File: config.mk
export PLATFORM = sky130hd
export DESIGN_NAME = uart_receiver_with_timeouts
export DESIGN_NICKNAME = d
export VERILOG_FILES = /design/src/rtl/core/urx_pkg.sv /design/src/rtl/core/urx_cfg_regs.sv /design/src/rtl/core/urx_fsm.sv /design/src/rtl/core/urx_out_reg.sv /design/src/rtl/core/uart_receiver_with_timeouts.sv
export SDC_FILE = /design/constraint.sdc
export NUM_CORES = 1
export LEC_CHECK = 0
export ABC_AREA = 1
export ABC_CLOCK_PERIOD_IN_PS = 3950
export CORE_MARGIN = 1
export CORE_UTILIZATION = 35
export DETAILED_ROUTE_END_ITERATION = 12
export DONT_BUFFER_PORTS = 1
export PLACE_DENSITY_LB_ADDON = 0.08
export SLEW_MARGIN = 20
export SYNTH_ARGS = -nofsm -noshare
export SYNTH_HDL_FRONTEND = slang
export SYNTH_SLANG_ARGS = --single-unit
File: constraint.sdc
create_clock -name clk -period 3.95 [get_ports clk]
set_input_delay 0 -clock clk [delete_from_list [all_inputs] [get_ports clk]]
set_output_delay 0 -clock clk [all_outputs]
set_load 0.01 [all_outputs]
File: src/rtl/core/urx_pkg.sv
`timescale 1ns / 1ps
// ----------------------------------------------------------------------------
// urx_pkg
// Shared types and constants of the UART receiver with timeouts.
// ----------------------------------------------------------------------------
package urx_pkg;

	localparam int unsigned BitTicksW  = 10;
	localparam int unsigned WaitTicksW = 16;
	localparam int unsigned ByteW      = 8;
	localparam int unsigned BitIdxW    = 4;
	localparam int unsigned ApbDataW   = 32;
	localparam int unsigned ApbAddrW   = 4;

	localparam logic [BitTicksW-1:0]  BitTicksRst  = 10'd52;
	localparam logic [BitTicksW-1:0]  HalfTicksRst = 10'd26;
	localparam logic [WaitTicksW-1:0] IdleToRst    = 16'd20000;
	localparam logic [WaitTicksW-1:0] StartGapRst  = 16'd260;

	localparam logic [BitIdxW-1:0]    DataBits     = 4'd8;
	localparam logic [WaitTicksW-1:0] TickMax      = 16'hFFFF;

	// register indexes on the configuration port
	typedef enum logic [1:0] {
		REG_BIT_TICKS  = 2'd0,
		REG_HALF_TICKS = 2'd1,
		REG_IDLE_TO    = 2'd2,
		REG_START_GAP  = 2'd3
	} reg_idx_t;

	typedef enum logic [2:0] {
		PH_IDLE  = 3'd0,
		PH_START = 3'd1,
		PH_HALF  = 3'd2,
		PH_DATA  = 3'd3,
		PH_STOP  = 3'd4
	} phase_t;

	typedef enum logic [2:0] {
		OC_GOOD      = 3'd0,
		OC_IDLE_TO   = 3'd1,
		OC_NO_START  = 3'd2,
		OC_BAD_START = 3'd3,
		OC_BAD_STOP  = 3'd4
	} outcome_t;

	typedef struct packed {
		logic [BitTicksW-1:0]  bit_ticks;
		logic [BitTicksW-1:0]  half_bit_ticks;
		logic [WaitTicksW-1:0] idle_timeout_ticks;
		logic [WaitTicksW-1:0] start_gap_ticks;
	} cfg_t;

	typedef struct packed {
		logic             valid;
		outcome_t         outcome;
		logic [ByteW-1:0] data_byte;
	} res_t;

endpackage

File: src/rtl/core/urx_cfg_regs.sv
`timescale 1ns / 1ps
// ----------------------------------------------------------------------------
// urx_cfg_regs
// APB register file holding the bit timing and timeout settings.
// ----------------------------------------------------------------------------
module urx_cfg_regs (
	input  logic                          clk,
	input  logic                          arst_n,
	input  logic                          psel,
	input  logic                          penable,
	input  logic                          pwrite,
	input  logic [urx_pkg::ApbAddrW-1:0]  paddr,
	input  logic [urx_pkg::ApbDataW-1:0]  pwdata,
	output logic [urx_pkg::ApbDataW-1:0]  prdata,
	output logic                          pready,
	output urx_pkg::cfg_t                 cfg
);

	urx_pkg::cfg_t    cfg_q;
	urx_pkg::reg_idx_t idx;
	logic             wr_en;

	assign idx    = urx_pkg::reg_idx_t'(paddr[3:2]);
	assign pready = 1'b1;
	assign wr_en  = psel & penable & pwrite & pready;
	assign cfg    = cfg_q;

	always_ff @(posedge clk or negedge arst_n) begin
		if (!arst_n) begin
			cfg_q.bit_ticks          <= urx_pkg::BitTicksRst;
			cfg_q.half_bit_ticks     <= urx_pkg::HalfTicksRst;
			cfg_q.idle_timeout_ticks <= urx_pkg::IdleToRst;
			cfg_q.start_gap_ticks    <= urx_pkg::StartGapRst;
		end else if (wr_en) begin
			unique case (idx)
				urx_pkg::REG_BIT_TICKS: begin
					cfg_q.bit_ticks <= pwdata[urx_pkg::BitTicksW-1:0];
				end
				urx_pkg::REG_HALF_TICKS: begin
					cfg_q.half_bit_ticks <= pwdata[urx_pkg::BitTicksW-1:0];
				end
				urx_pkg::REG_IDLE_TO: begin
					cfg_q.idle_timeout_ticks <= pwdata[urx_pkg::WaitTicksW-1:0];
				end
				urx_pkg::REG_START_GAP: begin
					cfg_q.start_gap_ticks <= pwdata[urx_pkg::WaitTicksW-1:0];
				end
				default: begin
				end
			endcase
		end
	end

	always_comb begin
		prdata = '0;
		unique case (idx)
			urx_pkg::REG_BIT_TICKS: begin
				prdata[urx_pkg::BitTicksW-1:0] = cfg_q.bit_ticks;
			end
			urx_pkg::REG_HALF_TICKS: begin
				prdata[urx_pkg::BitTicksW-1:0] = cfg_q.half_bit_ticks;
			end
			urx_pkg::REG_IDLE_TO: begin
				prdata[urx_pkg::WaitTicksW-1:0] = cfg_q.idle_timeout_ticks;
			end
			urx_pkg::REG_START_GAP: begin
				prdata[urx_pkg::WaitTicksW-1:0] = cfg_q.start_gap_ticks;
			end
			default: begin
			end
		endcase
	end

endmodule

File: src/rtl/core/urx_fsm.sv
`timescale 1ns / 1ps
// ----------------------------------------------------------------------------
// urx_fsm
// Receive sequencer: idle wait, start wait, start check, data bits, stop bit.
// ----------------------------------------------------------------------------
module urx_fsm (
	input  logic          clk,
	input  logic          arst_n,
	input  logic          step,
	input  logic          action,
	input  logic          line_level,
	input  urx_pkg::cfg_t cfg,
	output urx_pkg::res_t res
);

	urx_pkg::phase_t                   phase_q, phase_d;
	logic [urx_pkg::WaitTicksW-1:0]    tick_q, tick_d, tick_inc;
	logic [urx_pkg::BitIdxW-1:0]       idx_q, idx_d;
	logic [urx_pkg::ByteW-1:0]         shift_q, shift_d;
	logic                              seen_q, seen_d;
	logic [urx_pkg::WaitTicksW-1:0]    half_w, bit_w;

	assign half_w = {{(urx_pkg::WaitTicksW-urx_pkg::BitTicksW){1'b0}}, cfg.half_bit_ticks};
	assign bit_w  = {{(urx_pkg::WaitTicksW-urx_pkg::BitTicksW){1'b0}}, cfg.bit_ticks};

	// saturate at the top of the counter
	assign tick_inc = (tick_q == urx_pkg::TickMax) ? tick_q : tick_q + 1'b1;

	always_ff @(posedge clk or negedge arst_n) begin
		if (!arst_n) begin
			phase_q <= urx_pkg::PH_IDLE;
			tick_q  <= '0;
			idx_q   <= '0;
			shift_q <= '0;
			seen_q  <= 1'b0;
		end else if (step) begin
			phase_q <= phase_d;
			tick_q  <= tick_d;
			idx_q   <= idx_d;
			shift_q <= shift_d;
			seen_q  <= seen_d;
		end
	end

	always_comb begin
		logic finish;
		finish        = 1'b0;
		phase_d       = phase_q;
		tick_d        = tick_q;
		idx_d         = idx_q;
		shift_d       = shift_q;
		seen_d        = seen_q;
		res.valid     = 1'b0;
		res.outcome   = urx_pkg::OC_GOOD;
		res.data_byte = '0;
		if (action) begin
			seen_d = 1'b0;
			finish = 1'b1;
		end else begin
			unique case (phase_q)
				urx_pkg::PH_START: begin
					if (line_level) begin
						if (seen_q && (tick_q >= cfg.start_gap_ticks)) begin
							finish      = 1'b1;
							res.valid   = 1'b1;
							res.outcome = urx_pkg::OC_NO_START;
						end else begin
							tick_d = tick_inc;
						end
					end else begin
						phase_d = urx_pkg::PH_HALF;
						tick_d  = '0;
					end
				end
				urx_pkg::PH_HALF: begin
					tick_d = tick_inc;
					if (tick_inc >= half_w) begin
						if (line_level) begin
							finish      = 1'b1;
							res.valid   = 1'b1;
							res.outcome = urx_pkg::OC_BAD_START;
						end else begin
							phase_d = urx_pkg::PH_DATA;
							tick_d  = '0;
							idx_d   = '0;
							shift_d = '0;
						end
					end
				end
				urx_pkg::PH_DATA: begin
					tick_d = tick_inc;
					if (tick_inc >= bit_w) begin
						shift_d[idx_q[2:0]] = shift_q[idx_q[2:0]] | line_level;
						idx_d  = idx_q + 1'b1;
						tick_d = '0;
						if (idx_d >= urx_pkg::DataBits) begin
							phase_d = urx_pkg::PH_STOP;
						end
					end
				end
				urx_pkg::PH_STOP: begin
					tick_d = tick_inc;
					if (tick_inc >= bit_w) begin
						finish    = 1'b1;
						res.valid = 1'b1;
						if (!line_level) begin
							res.outcome = urx_pkg::OC_BAD_STOP;
						end else begin
							seen_d        = 1'b1;
							res.outcome   = urx_pkg::OC_GOOD;
							res.data_byte = shift_q;
						end
					end
				end
				default: begin
					// idle wait, also taken by unused phase codes
					if (line_level) begin
						phase_d = urx_pkg::PH_START;
						tick_d  = '0;
					end else if (tick_q >= cfg.idle_timeout_ticks) begin
						finish      = 1'b1;
						res.valid   = 1'b1;
						res.outcome = urx_pkg::OC_IDLE_TO;
					end else begin
						tick_d = tick_inc;
					end
				end
			endcase
		end
		if (finish) begin
			phase_d = urx_pkg::PH_IDLE;
			tick_d  = '0;
			idx_d   = '0;
			shift_d = '0;
		end
	end

endmodule

File: src/rtl/core/urx_out_reg.sv
`timescale 1ns / 1ps
// ----------------------------------------------------------------------------
// urx_out_reg
// Result register on the master side of the stream.
// ----------------------------------------------------------------------------
module urx_out_reg (
	input  logic          clk,
	input  logic          arst_n,
	input  logic          load,
	input  urx_pkg::res_t res,
	output logic          room,
	output logic          m_tvalid,
	input  logic          m_tready,
	output logic [7:0]    m_tdata,   // [7:0] data_byte
	output logic [2:0]    m_tuser    // [2:0] outcome
);

	logic                       valid_q;
	urx_pkg::outcome_t          outcome_q;
	logic [urx_pkg::ByteW-1:0]  data_q;

	assign room     = !valid_q || m_tready;
	assign m_tvalid = valid_q;
	assign m_tdata  = data_q;
	assign m_tuser  = outcome_q;

	always_ff @(posedge clk or negedge arst_n) begin
		if (!arst_n) begin
			valid_q <= 1'b0;
		end else if (load && res.valid) begin
			valid_q <= 1'b1;
		end else if (m_tready) begin
			valid_q <= 1'b0;
		end
	end

	always_ff @(posedge clk) begin
		if (load && res.valid) begin
			outcome_q <= res.outcome;
			data_q    <= res.data_byte;
		end
	end

endmodule

File: src/rtl/core/uart_receiver_with_timeouts.sv
`timescale 1ns / 1ps
// ----------------------------------------------------------------------------
// uart_receiver_with_timeouts
// 8N1 UART receiver fed one line sample per request, with idle and start
// timeouts; reports a good byte or the reason a read failed.
// ----------------------------------------------------------------------------
// channel   dir  handshake           payload
// s_*       in   s_tvalid/s_tready   tuser = action, tdata[0] = line_level
// m_*       out  m_tvalid/m_tready   tuser = outcome, tdata = data_byte
// apb       in   psel/penable        4 timing registers at 0x0..0xC
//
// One request per cycle while the output register has room: a request is
// registered, then the sequencer steps on it and places any result in the
// output register.
// Reset restores the register defaults and returns to the idle wait.
// A stalled output register holds the sequencer and, through it, s_tready.
// ----------------------------------------------------------------------------
module uart_receiver_with_timeouts (
	input  logic                          clk,
	input  logic                          arst_n,
	input  logic                          s_tvalid,
	output logic                          s_tready,
	input  logic [7:0]                    s_tdata,   // [0] line_level
	input  logic                          s_tuser,   // [0] action
	output logic                          m_tvalid,
	input  logic                          m_tready,
	output logic [7:0]                    m_tdata,   // [7:0] data_byte
	output logic [2:0]                    m_tuser,   // [2:0] outcome
	input  logic                          psel,
	input  logic                          penable,
	input  logic                          pwrite,
	input  logic [urx_pkg::ApbAddrW-1:0]  paddr,
	input  logic [urx_pkg::ApbDataW-1:0]  pwdata,
	output logic [urx_pkg::ApbDataW-1:0]  prdata,
	output logic                          pready
);

	urx_pkg::cfg_t cfg;
	urx_pkg::res_t res;
	logic          valid_s1, action_s1, line_s1;
	logic          room, step;

	assign step     = valid_s1 && room;
	assign s_tready = !valid_s1 || step;

	always_ff @(posedge clk or negedge arst_n) begin
		if (!arst_n) begin
			valid_s1 <= 1'b0;
		end else if (s_tready) begin
			valid_s1 <= s_tvalid;
		end
	end

	always_ff @(posedge clk) begin
		if (s_tready && s_tvalid) begin
			action_s1 <= s_tuser;
			line_s1   <= s_tdata[0];
		end
	end

	urx_cfg_regs u_cfg (
		.clk     (clk),
		.arst_n  (arst_n),
		.psel    (psel),
		.penable (penable),
		.pwrite  (pwrite),
		.paddr   (paddr),
		.pwdata  (pwdata),
		.prdata  (prdata),
		.pready  (pready),
		.cfg     (cfg)
	);

	urx_fsm u_fsm (
		.clk        (clk),
		.arst_n     (arst_n),
		.step       (step),
		.action     (action_s1),
		.line_level (line_s1),
		.cfg        (cfg),
		.res        (res)
	);

	urx_out_reg u_out (
		.clk      (clk),
		.arst_n   (arst_n),
		.load     (step),
		.res      (res),
		.room     (room),
		.m_tvalid (m_tvalid),
		.m_tready (m_tready),
		.m_tdata  (m_tdata),
		.m_tuser  (m_tuser)
	);

endmodule

* Word-level counts from Yosys, hierarchy flattened
Index checks and enable logic that the tools add are counted.
Word-level totals: register bits after elaboration 99, latch bits 0, memory bits (writable) 0, memory bits (read-only) 0, input bits 52, output and inout bits 46, logic and storage cells 137, memories kept 0
Cells by class: $add $sub $neg 2, multipliers 0, div/mod/pow operators 0, $lt $le $gt $ge 7, equal/unequal tests 17, shift operators 0, mux-type cells 65, bitwise logic cells 5, reduce and logical (&&, ||, !) cells 26
Operators by type and width (number):
- 16-bit two-way mux | 10
- 16-bit case mux with 4 select lines | 1
- 8-bit two-way mux | 6
- 4-bit two-way mux | 11
- 10-bit case mux with 4 select lines | 1
- 16-bit by 10-bit greater-or-equal comparator with 1-bit output | 2
- 16-bit greater-or-equal comparator | 2
- 3-bit two-way mux | 9
- 12-bit two-way mux | 2
- 16-bit by 1-bit adder with 16-bit output (second input constant) | 1
- 16-bit equality test (second input constant) | 1
- 1-bit two-way mux | 16
- 4-bit case mux with 4 select lines | 1
- 8-bit case mux with 2 select lines | 1
- 3-bit case mux with 4 select lines | 1
- 6-bit case mux with 2 select lines | 1
- 3-bit by 1-bit inequality test with 1-bit output (second input constant) | 3
- 9-bit AND reduction | 1
- 8-bit bitwise mux | 1
- 4-bit case mux with 2 select lines | 1
- 2-bit AND reduction | 4
- 4-bit AND reduction | 2
- 2-bit nonzero test | 4
- 7-bit inequality test (second input constant) | 1
- 27 further kinds | 39

* Longest topological paths before layout
Gate-level depths: netlist of run 1.
word-level depth 9, mapped depth 28, mapped depth without buffers 27

* Modules after synthesis
From an unflattened synthesis of run 1, not the netlist that was laid out.
Unflattened totals: cells, all modules 955, area total of the unflattened synthesis 7003.0 um^2
By module, submodules not included:
- urx_fsm | instances 1, cells an instance 600, area an instance 3970.1 um^2, seq. area each 800.8 um^2
- urx_cfg_regs | instances 1, cells an instance 328, area an instance 2541.2 um^2, seq. area each 1317.5 um^2
- urx_out_reg | instances 1, cells an instance 17, area an instance 379.1 um^2, seq. area each 355.3 um^2
- uart_receiver_with_timeouts | instances 1, cells an instance 10, area an instance 112.6 um^2, seq. area each 85.1 um^2

* Worst setup path before layout of run 1
OpenSTA, ideal clock, no wires.
path type register to register, start point reg u_fsm.tick_q[1] (netlist name), end point reg u_out.data_q (netlist bit u_out.m_tdata[0]) (enable), library setup time 0.393 ns, arrival 3.332 ns, required time 3.557 ns, path slack 0.225 ns, stages on the path, launching flop included 19, path buffers 1, period minus slack after synthesis 3.725 ns, path through dfrtp_1 > ha_1 > nand3_2 > inv_2 > nand4_1 > clkbuf_1 > nand2_1 > ha_1 > nand2_1 > nor2_1 > and2_1 > nor2_1 > nand3_1 > nand3_1 > nand3_2 > nand2_4 > nand3_4 > nor2_1 > nor3_1
Between the ends: longest elaborated chain between the ends 7, elaborated cells on any way between the ends 17, classes of those cells add/sub (1); order compare (4); eq/ne (1); mux (9); reduce/logical (2)
RTL lines:
- start, declared | RTL line urx_fsm.sv:17 | logic [urx_pkg::WaitTicksW-1:0] tick_q, tick_d, tick_inc;
- start signal, assigned | RTL line urx_fsm.sv:38 | tick_q <= tick_d;
- 16-bit by 1-bit adder with 16-bit output (tied with other cells) | RTL line urx_fsm.sv:27 | assign tick_inc = (tick_q == urx_pkg::TickMax) ? tick_q : tick_q + 1'b1;
- 16-bit two-way mux / 1-bit logical AND (equally long branches) | RTL line urx_fsm.sv:27, urx_fsm.sv:63
- 16-bit by 10-bit greater-or-equal comparator with 1-bit output (tied with other cells) | RTL line urx_fsm.sv:103 | if (tick_inc >= bit_w) begin
- 12-bit two-way mux (tied with other cells) | RTL line urx_fsm.sv:103
- 4-bit case mux with 4 select lines (*) | RTL line urx_fsm.sv:60 | unique case (phase_q)
- 12-bit two-way mux (*) | RTL line urx_fsm.sv:56 | if (action) begin
- 1-bit logical AND (*) | RTL line urx_out_reg.sv:38 | if (load && res.valid) begin
- end signal, assigned | RTL line urx_out_reg.sv:40 | data_q <= res.data_byte;
- end, declared | RTL line urx_out_reg.sv:20 | logic [urx_pkg::ByteW-1:0] data_q;
Mark *: on every way between the ends. The rest lies on a longest branch, timed or not. A chain may end at the register's enable or synchronous reset.

* Worst setup path after layout of run 1
start point reg u_fsm.tick_q[0] (netlist name), end point reg u_fsm.tick_q[14] (netlist name)
Between the ends: longest elaborated chain between the ends 8, elaborated cells on any way between the ends 30, classes of those cells add/sub (1); order compare (4); eq/ne (4); mux (19); reduce/logical (2)
RTL lines (RTL line):
- 16-bit by 1-bit adder with 16-bit output (tied with other cells) | urx_fsm.sv:27
- 16-bit two-way mux / 1-bit logical AND (equally long branches) | urx_fsm.sv:27, urx_fsm.sv:63
- 16-bit by 10-bit greater-or-equal comparator with 1-bit output (tied with other cells) | urx_fsm.sv:92, urx_fsm.sv:103
- 1-bit two-way mux, on equally long branches | urx_fsm.sv:103, urx_fsm.sv:62, urx_fsm.sv:77
- 1-bit case mux with 4 select lines | urx_fsm.sv:60
- 1-bit two-way mux | urx_fsm.sv:56
- 7-bit inequality test (no source line) (tied with other cells)
- 4-bit AND reduction (no source line)
Several ways; a longest one is shown, not always the timed one. The select of a mux whose other input is x is not followed.

==> reports/results.txt, run 1 <==
cell taking the most area after synthesis: dfrtp_1
number of vias per cell: 4.88
cell count after placement: 1140
number of flops mapped to enable cells by yosys: 13
synthesized-area fraction occupied by ao, oa, aoi and oai cells: 0.105
endpoints failing hold: 0
NetSw: 1.19 mW
number of antenna violations at the first check in global routing: 0
sequential fraction of the synthesis area: 0.382
worst setup path class: flop to flop
number of distinct standard cells referenced by the synthesized netlist: 44
count of max-cap constraint violations: 0
CP Capture Type: flop
cell types with the highest counts after synthesis: nand2_1, inv_1, dfrtp_1, nor2_1, o21ai_0
CTS H-tree lvls: 3
transition at the pin with the smallest max-transition slack: 1.06 ns
number of input and output port buffers inserted: 0
met2 usage in global routing: 0.321
Post-CTS Setup Repair Bufs: 0
dominant combinational cell family by area after synthesis: simple AND/OR/NAND/NOR gates
fraction of synthesis flops using an asynchronous set or reset pin: 0.869
initial cell density of the core: 0.358
Critical path origin: u_fsm.tick_q[0]
summed negative setup slack over all endpoints: 0 ns
post-DP HPWL: 13.2 mm
busiest layer in global routing: met2
synth top area cells: dfrtp_1, nand2_1, ha_1
final critical path time including I/O delays and setup: 3.52 ns
biggest fanout along the worst timing path: 10
Logic pwr share: 0.300
CTS Buf Count: 9
met1 GRT Util: 0.283
maximum buffer depth of the clock tree: 2
row count: 50
Clock transition at path regs: 0.07 ns
fraction of the cycle the final worst path needs: 0.891
area of the die: 19700 sq um
die boundary height: 140 um
routed wire length: 18.3 mm
power density normalized to cell area: 430 nW/um^2
result of the run: completed
register area: 2560 sq um
post-synthesis xor/xnor area fraction: 0.0144
adder-cell share of the synthesized area: 0.101
CP Data Arrival Time: 3.82 ns
area of the multi-input gates: 3510 sq um
largest clock skew in the final design: 0.00924 ns
top-count cell post-synth: nand2_1
start of the worst register-to-register path: u_fsm.tick_q[0]
Overflow after GRT: 0
1st-iter DRT viols: 347
detailed-route DRC error count: 0
max-slew headroom at the worst pin: 0.291
relative contribution of the clock network to total power: 0.308
unrepaired setup endpoints after global routing: false
Finish-stage setup viols: 0
n_diodes: 0
global-route wire length before repair: 30.7 mm
top_reg_cell synth: dfrtp_1
mean area per synthesized cell: 7.45 sq um
met3 layer usage reported by global route: 0.0318
horizontal extent of the die: 140 um
TritonCTS clock tree: yes
routed len/inst: 15.5 um
final hold slack: 0.261 ns
area share of the largest cell type after synthesis: 0.273
Critical Path Source Type: flop
combined area of all synthesized cells: 6700 sq um
iteration count of the initial detailed-routing pass: 5
clk sinks: 99
Reg power frac: 0.392
latest clock arrival within the worst-skew pair: 0.37 ns
global routing usage summed across all routing layers: 0.200
leak pwr: 3.94 nW
Core Footprint: 18700 sq um
Final Net Count: 1047
via count of the first global-routing pass: 5658
required time reported for the critical path endpoint: 4.25 ns
count of state elements after synthesis: 99
buffer cell driving the clock tree root: clkbuf_16
gp weighted congestion: 0.803
synth warn: 0
share of cell area taken by muxes after synthesis: 0
hold crit path type: primary input to async pin
area delta synth->final: 14.6%
share of cells above drive strength 1: 0.104
post-detailed-route count of antenna-violating nets: 0
largest net degree at the start of global routing: 87
max frequency: 284 MHz
Sw Ratio: 0.362
internal power: 2.10 mW
synthesized instance count: 900
max-slew violation count: 0
number of fillers in the final layout: 1972
synthesized-area fraction occupied by and/or/nand/nor cells: 0.291
worst vdd ir: 0.193 mV
number of placed I/O pins: 98
final non-filler cell total: 1180
total vias in the final route: 5758
==> repair_timing <==
item | 4_1_cts | 5_1_grt
setup endpoints to repair | 0 | 12
hold endpoints to repair | 144 | 0
resized for setup | 0 | 2
hold buffers | 24 | 0
==> worst max-delay path, cell delays in order, from the launching register on <==
cell	delay [ns]
dfrtp_1	0.42
ha_1	0.24
nand3_2	0.10
inv_2	0.05
nand2_2	0.08
nor2_2	0.05
nand2_1	0.15
inv_1	0.08
buf_4	0.14
nor3_1	0.17
xor2_1	0.27
ha_1	0.29
a21o_1	0.20
nor2_1	0.18
nand3_2	0.12
nand2_2	0.10
nand3_4	0.07
buf_4	0.14
nor2_4	0.17
buf_4	0.21
nand4_1	0.13
nand2_1	0.09
==> cell type report <==
| cell class | count | area share |
|---|---|---|
| Multi-Input combinational cell | 649 | 0.457 |
| Sequential cell | 99 | 0.333 |
| Timing Repair Buffer | 59 | 0.0678 |
| Inverter | 123 | 0.0601 |
| Tap cell | 234 | 0.0381 |
| Clock buffer | 11 | 0.0358 |
| Clock inverter | 5 | 0.00831 |
==> layout by cell type, fill, tap and decap left out, drive strengths merged, types with 2 or more instances in the layout <==
cell / count
nand3: 41
o2111ai: 9
a21oi: 27
nor3: 15
clkbuf: 11
dlygate4sd3: 23
o21ai: 64
o21bai: 2
clkinv: 4
a22oi: 2
o22ai: 6
xor2: 7
or2: 4
dfstp: 13
inv: 123
ha: 54
o21a: 2
buf: 36
nand2: 271
a21o: 2
dfrtp: 73
xnor2: 4
a31oi: 7
nor2: 73
nand4: 36
edfxtp: 13
conb: 17
==> power by group through the flow <==
stage | clock (mW) | sequential (mW) | combinational [mW]
global route | 1.08 | 1.31 | 1.16
CTS | 1.05 | 1.29 | 0.998
detailed placement | 0 | 1.31 | 0.954
finish | 1.02 | 1.29 | 0.988
floorplan | 0 | 1.28 | 0.738
global placement | 0 | 1.31 | 0.952
==> flip-flops by register name (all words and copies together) (netlist names) <==
| signal | count |
|---|---|
| u_cfg.cfg | 52 |
| u_fsm.tick_q | 16 |
| u_fsm.shift_q | 8 |
| u_out.m_tdata | 8 |
| u_fsm.idx_q | 4 |
| u_fsm.phase_q | 3 |
| u_out.m_tuser | 3 |
| action_s1 | 1 |
| line_s1 | 1 |
| u_fsm.seen_q | 1 |
| u_out.m_tvalid | 1 |
| valid_s1 | 1 |
==> metrics by stage <==
| step | cell area (sq um) | power [mW] | setup WS, ns | util |
|---|---|---|---|---|
| after detailed placement | 7070 | 2.27 | 0.265 | 0.378 |
| after global routing | 7680 | 3.55 | 0.0629 | 0.411 |
| after floorplan | 6760 | 2.02 | 0.225 | - |
| after global placement | 7070 | 2.26 | 0.316 | 0.378 |
| after CTS | 7660 | 3.34 | 0.255 | 0.410 |
| final | 7680 | 3.30 | 0.429 | 0.411 |
==> worst paths after layout <==
path / to / slack (ns) / cells after the start
setup / recovery: u_fsm.tick_q[14] / 0.43 / 21
setup reg to reg: u_fsm.tick_q[14] / 0.43 / 21
hold reg to reg: u_cfg.cfg[29] / 0.49 / 2
hold / removal: u_cfg.cfg[37] / 0.26 / 2
min in group clk: line_s1 / 0.26 / 1
max in group asynchronous: u_cfg.cfg[35] / 3.33 / 2
==> kinds of logic after synthesis <==
group / after synthesis
buffers and inverters: 167
AO/OA/AOI/OAI: 124
other: 2
XOR/XNOR: 11
AND/OR/NAND/NOR: 443
adder cells (fa/ha/maj): 54
flip-flops: 99
==> per-layer routing <==
| metal | wire length (um) | share of wire | up-vias |
|---|---|---|---|
| met2 | 8240 | 0.45 | 99 |
| li1 | - | - | 2992 |
| met3 | 524 | 0.029 | 10 |
| met5 | 0 | 0 | - |
| met1 | 9370 | 0.51 | 2657 |
| met4 | 175 | 0.0096 | 0 |
(Power assumes the default switching activity.)
==> run 2: changes to the inputs <==
--- a/config.mk
+++ b/config.mk
@@ -5,8 +5,8 @@
 export SDC_FILE = /design/constraint.sdc
 export NUM_CORES = 1
 export LEC_CHECK = 0
-export ABC_AREA = 1
-export ABC_CLOCK_PERIOD_IN_PS = 3950
+export ABC_AREA = 0
+export ABC_CLOCK_PERIOD_IN_PS = 3630
 export CORE_MARGIN = 1
 export CORE_UTILIZATION = 35
 export DETAILED_ROUTE_END_ITERATION = 12
==> constraint.sdc (replaced) <==
create_clock -name clk -period 3.63 [get_ports clk]
set_input_delay 0 -clock clk [delete_from_list [all_inputs] [get_ports clk]]
set_output_delay 0 -clock clk [all_outputs]
set_load 0.01 [all_outputs]
==> run 2 against run 1 <==
The flow now finishes with violations (DRC, setup timing); largest cell class unchanged; first-iteration DRC count shrank 23%; final area increased by 7.2%; critical endpoint is now u_fsm.shift_q[1]; register-to-register slack got worse by 0.62 ns; utilization grew 4.4 points; via count is 7.2% lower; non-clock buffer count rose by 41; sequential share of layout area down 2.2 points; power rose by 13%; area after synthesis shrank 3.2%.
==> reports/results.txt, run 2 <==
CP Capture Type: flop
final critical path time including I/O delays and setup: 3.82 ns (+0.297 ns)
unrepaired setup endpoints after global routing: true
1st-iter DRT viols: 267 (-23%)
leak pwr: 3.59 nW (-9.0%)
routed len/inst: 18.0 um (+16%)
via count of the first global-routing pass: 5410 (-4.4%)
number of flops mapped to enable cells by yosys: 13 (unchanged)
max-slew headroom at the worst pin: 0.350 (+0.0588)
total vias in the final route: 5343 (-7.2%)
fraction of the cycle the final worst path needs: 1.05 (+0.160)
Layout Cell Area excl Fill: 8230 sq um (+7.2%)
utilization after layout: 0.455 (+0.0444)
area share of the largest cell type after synthesis: 0.282 (+0.00904)
biggest fanout along the worst timing path: 4 (-6)
endpoints failing hold: 0 (unchanged)
largest clock skew in the final design: 0.00583 ns (-0.00341 ns)
number of distinct standard cells referenced by the synthesized netlist: 64 (+45%)
fraction of synthesis flops using an asynchronous set or reset pin: 0.869 (unchanged)
Clock transition at path regs: 0.07 ns (about the same)
top-count cell post-synth: dfrtp_1
capturing point of the worst reg2reg path: u_fsm.shift_q[1]
transition at the pin with the smallest max-transition slack: 0.972 ns (-0.0870 ns)
max frequency: 262 MHz (-7.8%)
largest net degree at the start of global routing: 87 (unchanged)
required time reported for the critical path endpoint: 3.91 ns (-0.34 ns)
synth warn: 0 (unchanged)
power density normalized to cell area: 451 nW/um^2 (+5.1%)
number of input and output port buffers inserted: 0 (unchanged)
clk sinks: 99 (unchanged)
top_reg_cell synth: dfrtp_1
mean area per synthesized cell: 9.50 sq um (+28%)
register area: 2560 sq um (unchanged)
most frequent cells in the layout: dfrtp_1, nand2_1, buf_4
cell taking the most area after synthesis: dfrtp_1
detailed-route DRC error count: 6 (+6)
number of placed I/O pins: 98 (unchanged)
Register-to-Register Setup Slack: -0.19 ns (-0.62 ns)
pre-CTS WS: -0.428 ns (-0.692 ns)
synth top area cells: dfrtp_1, ha_1, edfxtp_1
post-detailed-route count of antenna-violating nets: 0 (unchanged)
row count: 49 (-2.0%)
Core Footprint: 18100 sq um (-3.3%)
routed wire length: 18.0 mm (-1.8%)
number of fillers in the final layout: 1755 (-11%)
Finish-stage setup viols: 39 (+39)
maximum buffer depth of the clock tree: 2 (unchanged)
combined area of all synthesized cells: 6490 sq um (-3.2%)
area of the die: 19100 sq um (-3.2%)
flip-flop count of the largest register, all copies and words added: 52 (unchanged)
area delta synth->final: 26.9%
post-DP HPWL: 12.8 mm (-3.2%)
max-slew violation count: 0 (unchanged)
buffer cell driving the clock tree root: clkbuf_16
count of state elements after synthesis: 99 (unchanged)
synthesized instance count: 683 (-24%)
total power consumption of the routed design: 3.71 mW (+13%)
violated checks: DRC, setup timing
Overflow after GRT: 0 (unchanged)
n_diodes: 0 (unchanged)
number of antenna violations at the first check in global routing: 0 (unchanged)
area of the multi-input gates: 4020 sq um (+15%)
TritonCTS clock tree: yes
Final Net Count: 870 (-17%)
depth of the worst hold-timing path: 4
Register-to-Register Path Depth: 19 (-9.5%)
hold crit path type: primary input to flop
Critical Path Source Type: flop
count of max-cap constraint violations: 0 (unchanged)
iteration count of the initial detailed-routing pass: 9 (+4)
initial cell density of the core: 0.359 (+0.000369)
worst vdd ir: 0.279 mV (+45%)
number of vias per cell: 5.35 (+9.7%)
horizontal extent of the die: 138 um (-1.6%)
result of the run: finished with violations
most common cell after layout, fill and taps aside: dfrtp_1
sequential fraction of the synthesis area: 0.394 (+0.0127)
Placed Instance Area: 7060 sq um (-0.16%)
CTS Buf Count: 9 (unchanged)
start of the worst register-to-register path: u_fsm.tick_q[3]
latest clock arrival within the worst-skew pair: 0.35 ns (-0.02 ns)
die boundary height: 138 um (-1.6%)
worst setup path class: flop to flop
cell types with the highest counts after synthesis: dfrtp_1, nand2_1, o21ai_0, inv_1, ha_1
start point of the worst hold path: paddr[2]
CTS H-tree lvls: 3 (unchanged)
gp weighted congestion: 0.803 (about the same)
CP Data Arrival Time: 4.10 ns (+0.28 ns)
share of cells above drive strength 1: 0.278 (+0.175)
Worst Hold Endpoint: u_cfg.cfg[25]
global routing usage summed across all routing layers: 0.195 (-0.00550)
Final Worst Setup Slack: -0.188 ns (-0.617 ns)
summed negative setup slack over all endpoints: -3.31 ns (-3.31 ns)
global-route wire length before repair: 29.0 mm (-5.4%)
-- run 2: cell count changes after synthesis, sizes merged, moves of 6 or more --
cell | previous run | this run
inv | 121 | 57
and2 | 1 | 12
mux4 | 0 | 10
nand3 | 41 | 21
nand2 | 271 | 73
nand2b | 0 | 7
nor2b | 0 | 9
nand4 | 36 | 15
a211oi | 0 | 11
o2111ai | 9 | 0
mux2i | 0 | 12
a21o | 2 | 8
nor2 | 73 | 36
mux2 | 0 | 30
-- run 2: cell type report --
cell class,count,area share
Multi-Input combinational cell,497,0.488
Sequential cell,99,0.311
Timing Repair Buffer,100,0.108
Tap cell,229,0.0348
Clock buffer,11,0.0283
Inverter,57,0.0260
Clock inverter,5,0.00365
-- run 2: worst max-delay path: stages, from the launching register on --
cell and delay, ns:
dfrtp_1 0.37, nand3_2 0.09, or2_2 0.31, nand3b_1 0.19, nor3b_4 0.18, nand3_2 0.08
nor2_2 0.04, xor2_1 0.16, buf_4 0.15, ha_4 0.26, o211ai_1 0.12, a211oi_2 0.26
o21ai_2 0.12, a32oi_2 0.28, nor3_2 0.08, or4_4 0.53, nor2_4 0.18, buf_4 0.14
nand3_1 0.08, o21ai_1 0.10
-- run 2: kinds of logic (layout without fill, tap and decap cells) --
group | count (synthesis) | count (layout) | synth area share
xor gates and xnor gates | 11 | 11 | 0.0160
adders and majority gates | 54 | 54 | 0.104
DFF | 99 | 99 | 0.394
muxes | 52 | 52 | 0.105
AOI/OAI and AO/OA | 149 | 149 | 0.144
other | 2 | 17 | 0.00116
buffers and inverters | 103 | 173 | 0.0723
and+or+nand+nor | 213 | 214 | 0.163
-- run 2: metal layers --
layer	share of wire	wire length (um)	vias up	global-route usage
met5	0	0	-	0
met3	0.035	631	17	0.0346
met1	0.47	8470	2646	0.258
met2	0.48	8620	110	0.325
met4	0.014	251	0	0.0603
li1	-	-	2570	-
-- run 2: worst max-delay path by stage --
| stage | startpoint | endpoint | cells past startpoint |
|---|---|---|---|
| final | u_fsm.tick_q[3] | u_fsm.shift_q[1] | 19 |
| after global routing | u_fsm.tick_q[0] | u_fsm.shift_q[6] | 18 |
| after CTS | u_fsm.tick_q[0] | u_fsm.shift_q[1] | 19 |
| after detailed placement | u_fsm.tick_q[1] | u_fsm.shift_q[5] | 18 |
| after global placement | u_fsm.tick_q[1] | u_fsm.shift_q[5] | 18 |
| after floorplan | u_fsm.tick_q[1] | u_fsm.tick_q[12] | 20 |
-- run 2: what timing repair did --
action                                  CTS  global route
endpoints found under the setup margin   53            52
resized for setup                        76            24
buffers inserted                         13             4
hold buffers                             31             0
gates cloned                              2             0
pin swaps                                39            28
endpoints found under the hold margin   144             0
-- run 2: per-stage QoR --
step | hold WS, ns | instances
after global routing | 0.0899 | 998
after global placement | -0.293 | 937
after CTS | 0.0693 | 999
final | 0.0770 | 998
after floorplan | -0.296 | 698
after detailed placement | -0.292 | 937
-- run 2: power by group --
group          internal, mW  switching [mW]
logic                 0.598           0.748
clock network         0.462           0.426
registers              1.32           0.162
